$ cat src/rtl/smb2hp_pkg.sv
`default_nettype none
package smb2hp_pkg;

  localparam int unsigned HDR_BYTES  = 64;
  localparam int unsigned KEPT_BYTES = 48;
  localparam int unsigned CNT_W      = 7;

  localparam logic [31:0] STATUS_MORE_PROCESSING = 32'hC000_0016;

  typedef enum logic [1:0] {
    RC_OK        = 2'd0,
    RC_SHORT     = 2'd1,
    RC_BAD_MAGIC = 2'd2
  } rcode_t;

  typedef struct packed {
    logic [7:0] data_byte;
    logic       last_byte;
  } in_item_t;

  typedef struct packed {
    rcode_t      result_code;
    logic        status_is_error;
    logic [15:0] structure_size;
    logic [15:0] credit_cost;
    logic [31:0] nt_status;
    logic [15:0] command_code;
    logic [15:0] credit_grant;
    logic [31:0] header_flags;
    logic [31:0] next_offset;
    logic [63:0] msg_number;
    logic [63:0] id_word;
    logic [63:0] sess_uid;
  } out_item_t;

  typedef logic [KEPT_BYTES-1:0][7:0] hdr_bytes_t;

  typedef struct packed {
    logic done;
    logic len_ok;
    logic magic_ok;
  } msg_stat_t;

  function automatic logic [7:0] magic_byte(input logic [1:0] idx);
    logic [7:0] b;
    unique case (idx)
      2'd0:    b = 8'hFE;
      2'd1:    b = 8'h53;
      2'd2:    b = 8'h4D;
      default: b = 8'h42;
    endcase
    return b;
  endfunction

endpackage
`default_nettype wire

$ cat src/rtl/smb2hp_capture.sv
`default_nettype none
module smb2hp_capture (
  input  wire logic                   clk,
  input  wire logic                   rst_n,
  input  wire logic                   fire,
  input  wire smb2hp_pkg::in_item_t   item,
  output smb2hp_pkg::msg_stat_t       stat,
  output smb2hp_pkg::hdr_bytes_t      hdr
);
  import smb2hp_pkg::*;

  logic [CNT_W-1:0] count_r, count_nxt, count_inc;
  logic             magic_r, magic_nxt, magic_upd;
  hdr_bytes_t       store_r, store_nxt;

  always_comb begin
    count_inc = (count_r < CNT_W'(HDR_BYTES)) ? count_r + CNT_W'(1) : count_r;
    magic_upd = magic_r;
    if (count_r < CNT_W'(4) && item.data_byte != magic_byte(count_r[1:0])) begin
      magic_upd = 1'b0;
    end
    store_nxt = store_r;
    if (count_r < CNT_W'(KEPT_BYTES)) begin
      store_nxt = {item.data_byte, store_r[KEPT_BYTES-1:1]};
    end
    count_nxt = item.last_byte ? '0 : count_inc;
    magic_nxt = item.last_byte ? 1'b1 : magic_upd;
  end

  always_ff @(posedge clk) begin
    if (!rst_n) begin
      count_r <= '0;
      magic_r <= 1'b1;
    end else if (fire) begin
      count_r <= count_nxt;
      magic_r <= magic_nxt;
    end
  end

  always_ff @(posedge clk) begin
    if (fire) begin
      store_r <= store_nxt;
    end
  end

  assign stat.done     = fire & item.last_byte;
  assign stat.len_ok   = (count_inc == CNT_W'(HDR_BYTES));
  assign stat.magic_ok = magic_upd;
  assign hdr           = store_r;

endmodule
`default_nettype wire

$ cat src/rtl/smb2hp_result.sv
`default_nettype none
module smb2hp_result (
  input  wire logic                   clk,
  input  wire logic                   rst_n,
  input  wire smb2hp_pkg::msg_stat_t  stat,
  input  wire smb2hp_pkg::hdr_bytes_t hdr,
  input  wire logic                   out_ready,
  output logic                        out_valid,
  output smb2hp_pkg::out_item_t       out_item,
  output logic                        space
);
  import smb2hp_pkg::*;

  logic      valid_r, valid_nxt;
  out_item_t item_r, item_nxt;
  logic [31:0] st;

  assign space = !valid_r || out_ready;

  always_comb begin
    st       = hdr[11:8];
    item_nxt = '0;
    if (!stat.len_ok) begin
      item_nxt.result_code = RC_SHORT;
    end else if (!stat.magic_ok) begin
      item_nxt.result_code = RC_BAD_MAGIC;
    end else begin
      item_nxt.result_code     = RC_OK;
      item_nxt.status_is_error = (st[31:30] == 2'b11) && (st != STATUS_MORE_PROCESSING);
      item_nxt.structure_size  = hdr[5:4];
      item_nxt.credit_cost     = hdr[7:6];
      item_nxt.nt_status       = st;
      item_nxt.command_code    = hdr[13:12];
      item_nxt.credit_grant    = hdr[15:14];
      item_nxt.header_flags    = hdr[19:16];
      item_nxt.next_offset     = hdr[23:20];
      item_nxt.msg_number      = hdr[31:24];
      item_nxt.id_word         = hdr[39:32];
      item_nxt.sess_uid        = hdr[47:40];
    end
    valid_nxt = stat.done || (valid_r && !out_ready);
  end

  always_ff @(posedge clk) begin
    if (!rst_n) begin
      valid_r <= 1'b0;
    end else begin
      valid_r <= valid_nxt;
    end
  end

  always_ff @(posedge clk) begin
    if (stat.done) begin
      item_r <= item_nxt;
    end
  end

  assign out_valid = valid_r;
  assign out_item  = item_r;

endmodule
`default_nettype wire

$ cat src/rtl/smb2_header_parser.sv
// The result item of a message is registered and appears in the cycle after its last byte is accepted.
// Throughput: one byte item per cycle; results drain through a single output register.
// A byte is taken whenever the output register is empty or being read in the same cycle.
// Reset (synchronous, rst_n low) clears the byte count and output valid, and sets the magic flag;
// the 48-byte header shift line is not reset.
`default_nettype none
module smb2_header_parser (
  input  wire logic                  clk,
  input  wire logic                  rst_n,
  input  wire logic                  in_valid,
  output logic                       in_ready,
  input  wire smb2hp_pkg::in_item_t  in_item,
  output logic                       out_valid,
  input  wire logic                  out_ready,
  output smb2hp_pkg::out_item_t      out_item
);
  import smb2hp_pkg::*;

  logic       fire;
  logic       space;
  msg_stat_t  stat;
  hdr_bytes_t hdr;

  assign fire     = in_valid && in_ready;
  assign in_ready = space;

  smb2hp_capture u_capture (
    .clk   (clk),
    .rst_n (rst_n),
    .fire  (fire),
    .item  (in_item),
    .stat  (stat),
    .hdr   (hdr)
  );

  smb2hp_result u_result (
    .clk       (clk),
    .rst_n     (rst_n),
    .stat      (stat),
    .hdr       (hdr),
    .out_ready (out_ready),
    .out_valid (out_valid),
    .out_item  (out_item),
    .space     (space)
  );

  a_last_gives_result: assert property (@(posedge clk) disable iff (!rst_n)
    (in_valid && in_ready && in_item.last_byte) |=> out_valid)
    else $error("last byte accepted without a result");

  a_bad_fields_zero: assert property (@(posedge clk) disable iff (!rst_n)
    (out_valid && out_item.result_code != RC_OK) |->
      (!out_item.status_is_error && out_item.nt_status == '0 &&
       out_item.sess_uid == '0 && out_item.msg_number == '0))
    else $error("nonzero fields on a failed result");

  a_code_legal: assert property (@(posedge clk) disable iff (!rst_n)
    out_valid |-> (out_item.result_code == RC_OK || out_item.result_code == RC_SHORT ||
                   out_item.result_code == RC_BAD_MAGIC))
    else $error("illegal result code");

  a_no_result_mid: assert property (@(posedge clk) disable iff (!rst_n)
    (!out_valid && !(in_valid && in_ready && in_item.last_byte)) |=> !out_valid)
    else $error("result without a last byte");

endmodule
`default_nettype wire

$ cat config.mk
export PLATFORM = sky130hd
export DESIGN_NAME = smb2_header_parser
export DESIGN_NICKNAME = d
export VERILOG_FILES = /design/src/rtl/smb2hp_pkg.sv /design/src/rtl/smb2hp_capture.sv /design/src/rtl/smb2hp_result.sv /design/src/rtl/smb2_header_parser.sv
export SDC_FILE = /design/constraint.sdc
export NUM_CORES = 1
export LEC_CHECK = 0
export BUFFER_PORTS_ARGS = -buffer_cell sky130_fd_sc_hd__buf_2
export CAP_MARGIN = 20
export CORE_ASPECT_RATIO = 1.4
export CORE_MARGIN = 2
export CORE_UTILIZATION = 25
export DETAILED_ROUTE_END_ITERATION = 10
export HOLD_SLACK_MARGIN = 0.08
export PLACE_DENSITY = 0.45
export SYNTH_ARGS = -nofsm -noshare
export SYNTH_HDL_FRONTEND = slang
export SYNTH_HIERARCHICAL = 1
export SYNTH_SLANG_ARGS = --single-unit
$ cat constraint.sdc
create_clock -name clk -period 60.7 [get_ports clk]
set_clock_uncertainty 0.2 [all_clocks]
set_input_delay 9.105 -clock clk [delete_from_list [all_inputs] [get_ports clk]]
set_output_delay 9.105 -clock clk [all_outputs]
set_load 0.01 [all_outputs]
# After elaboration in Yosys (flattened, before gate mapping)
# Cells that the tools add are included.
# word_totals
register_bits	716
input_bits	13
output_inout_bits	357
wordCells	87
# op_classes
addsub	1
n_lt_le_gt_ge	3
eq_ne	6
n_mux	6
bitwise_logic	1
reduce_logical	11
# ops
op	count
32-bit inequality test (second input constant)	1
8-bit case mux with 3 select lines	1
7-bit 2-to-1 mux	2
8-bit inequality test	1
7-bit by 1-bit adder with 7-bit output (second input constant)	1
7-bit == test (second input constant)	1
7-bit by 3-bit less-than comparator with 1-bit output (second input constant)	1
7-bit by 6-bit less-than comparator with 1-bit output (second input constant)	1
7-bit less-than comparator (second input constant)	1
2-bit == test (second input constant)	2
1-bit logical AND	4
2-bit AND reduction	2
2-bit by 1-bit == test with 1-bit output (second input constant)	1
1-bit zero test	2
2-bit zero test	1
1-bit logical OR	2
1-bit 2-to-1 mux	2
2-bit 2-to-1 mux	1
1-bit AND	1

# Logic depth before layout (Yosys ltp)
# logic_depth
ltp_word	6
ltp_mapped	11
depth_no_buf	8

# By module
# Netlist, hierarchy kept.
# modules_own_cells
module	n_inst	cells_per_inst	area_each_um2	seq_area_each_um2
smb2hp_result	1	802	13576.8	10680.2
smb2hp_capture	1	469	12214.2	11691.2
smb2_header_parser	1	1	6.3	0.0

# Least setup slack after synthesis
# Ideal clock, no wire load.
# synth_timing
path_kind	input port to flip-flop
from	in out_ready
to	reg, netlist name u_capture/hdr[0]
arrival_ns	28.101
setup_slack_ns	31.136
cell_stages	5
path_cell_list	nand2b_1 > and2_1 > clkbuf_2 > nand2b_1 > a21oi_1
# synth_rtl
element	line	source
from (decl)	smb2_header_parser.sv:14	input wire logic out_ready,

# Final worst setup path
# layout_timing
from	in out_ready
to	out in_ready
# layout_via
elab_chain_cells	1
# layout_rtl
element	line	source
1-bit logical OR	smb2hp_result.sv:18	assign space = !valid_r || out_ready;
to (decl)	smb2_header_parser.sv:11	output logic in_ready,
# No other way between the ends.

==> results by group <==
Flow run
  – Maxcap violations: 0

Route
  – Post-DRT Antenna Nets: 0
  – First DRT Iteration DRCs: 868
  – WL/cell: 20.2 um
  – DRC: 0
  – DRT Pass-1 Iters: 5
  – Via density: 4.09
  – Drt total wl: 60,400 um
  – Vias: 12,200

Cells and area
  – Final Non-Filler Cells: 2,987
  – Layout cell share with drive strength beyond 1: 30.7%
  – Synthesis-to-finish area growth: 22.6%
  – Fin nets: 1,634
  – Inserted Diodes: 0
  – Final instance area: 30,500 sq um
  – Fill count: 9,831

Hold path
  – HP Class: reg -> reg
  – HP Start: u_capture/hdr[344]
  – Hold Path Cell Cnt: 0
  – Hold endpoint: u_capture/hdr[336]

Timing
  – Min Tclk post-route: 18,810 ps
  – Final worst slack: 41,890 ps
  – Period utilization: 31.0%
  – RSZ-0062 raised after global routing: false
  – Max Slew Vio Count: 0
  – Max-slew headroom: 17.8%
  – Setup TNS: 0 ps
  – Worst-margin pin slew: 1230 ps
  – F_max: 53.2 MHz
  – Final Hold Viols: 0
  – Setup violators final: 0

Pwr
  – Max IR drop VDD: 0.0000248 V
  – Net Switching: 234 uW
  – Clock Power Share: 43.7%
  – Switching Fraction: 21.2%
  – Pwr dens: 36.2 nW/um^2
  – Sequential Power Share: 53.3%
  – Pint: 868 uW
  – Logic pwr share: 3.1%
  – Pleak: 0.0116 uW

Yosys
  – Ys Warns: 6
  – Cell Area, Synth: 24,800 sq um
  – Gate Count Post-Synth: 1,240
  – Syn_area_per_cell: 20.0 sq um
  – Post-Syn Nets: 1,258

Worst setup path
  – Critical path capture point type: primary output
  – Critical path data arrival time: 9510 ps
  – Worst r2r src: u_result/out_valid
  – R2r endpoint: u_capture/hdr[212]
  – Crit Path Class: in -> out
  – CP Launch Type: input port
  – CP required: 51,400 ps
  – FF-to-FF path depth: 7
  – Peak fanout along the critical path: 3
  – R2r setup slk: 56,070 ps

Clock tree
  – CTS resizes: 0
  – Skew-Pair Late Insertion Delay: 630 ps
  – Root Driver: clkbuf_16
  – Postcts setup bufs: 0
  – Worst-path clk slew: 60 ps
  – H-tree Lvls: 3
  – Bufs on Longest Clock Path: 3
  – CTS tree: done
  – Post-CTS Hold Buffers: 0
  – Num CTS Buffers: 75
  – CTS Sinks: 716

GRT
  – Total GRT Usage: 11.6%
  – Initial antenna violation count: 0
  – First-pass GRT wire length: 88,400 um
  – Number of global-route vias before repair: 12,900
  – GR Overflow Total: 0
  – Largest net degree at the start of global routing: 186

Floorplanning
  – FP Rows: 136
  – Die W: 270 um
  – Initial Utilization: 25.3%
  – I/O pins: 370
  – Die area: 102,000 sq um
  – DIE HEIGHT: 377 um
  – Core area: 98,400 sq um

Placement
  – Dpl ws: 41,900 ps
  – Gpl congestion: 0.743
  – DP Area: 27,900 sq um
  – Port Buffers: 369
  – Placed Instances: 2,850
  – Hpwl dp: 37,300 um

Outcome
  – Status: finished clean
==> through the flow <==
step	total power [uW]	util, %	hold WS [ps]
6_report	1100	31.0	237
5_1_grt	1140	31.0	234
4_1_cts	1120	31.0	228
3_5_place_dp	633	28.3	226
3_3_place_gp	633	28.3	222
2_1_floorplan	619	-	217
==> worst max path at each step <==
stage / from / to / slack (ps) / depth (start not counted)
after floorplan: out_ready / u_capture/hdr[100] / 32740 / 5
after global placement: out_ready / in_ready / 41870 / 3
after detailed placement: out_ready / in_ready / 41900 / 3
after CTS: out_ready / in_ready / 41890 / 3
after global routing: out_ready / in_ready / 41870 / 3
final: out_ready / in_ready / 41890 / 3
==> worst max-delay path, stage by stage <==
cell      delay [ps]
buf_2            100
nand2b_1         150
buf_2            140
==> power groups by stage <==
stage / registers [uW] / logic, uW / clock network (uW)
6_report: 587 / 33.7 / 481
5_1_grt: 590 / 36.7 / 515
4_1_cts: 588 / 35.0 / 499
3_5_place_dp: 598 / 35.0 / 0
3_3_place_gp: 598 / 34.6 / 0
2_1_floorplan: 609 / 9.63 / 0
==> final cells by class <==
class | count | area [sq um] | area share (%)
well taps | 1311 | 1640 | 5.39
repair buffers | 383 | 1980 | 6.49
clock buffers | 84 | 1950 | 6.41
clock inverters | 53 | 626 | 2.05
inverters | 7 | 33.8 | 0.111
flip-flops and latches | 716 | 21400 | 70.3
multi-input cells | 433 | 2820 | 9.25
==> flip-flops by register name, summed over array words and instances (netlist names) <==
signal,flops
u_capture/count_r,7
u_capture/hdr,352
u_capture/magic_r,1
u_result/out_item,355
u_result/out_valid,1
==> per-layer routing <==
| metal | vias up | share of wire (%) | track usage (%) |
|---|---|---|---|
| li1 | 5610 | - | - |
| met1 | 6117 | 42 | 14.1 |
| met2 | 414 | 48 | 18.9 |
| met3 | 77 | 7.9 | 4.16 |
| met4 | 0 | 2.4 | 4.43 |
| met5 | - | 0 | 0 |
==> placed cells by master, fill, tap and decap left out, drive strengths merged, types with 2 or more instances in the layout <==
cell and instances:
xnor2 3, nor4 6, and2 2, bufinv 12
nor2b 6, and3 354, mux2i 2, inv 13
xor2 2, clkinv 32, nand4 4, and4b 2
nor2 8, or4 2, clkinvlp 3, dfxtp 9
ha 5, o21ai 6, nor3 3, nor4b 5
edfxtp 707, o21bai 2, clkbuf 84, buf 383
nand2b 2, a21oi 5, nand2 4
Power figures use the tool's default switching activity.
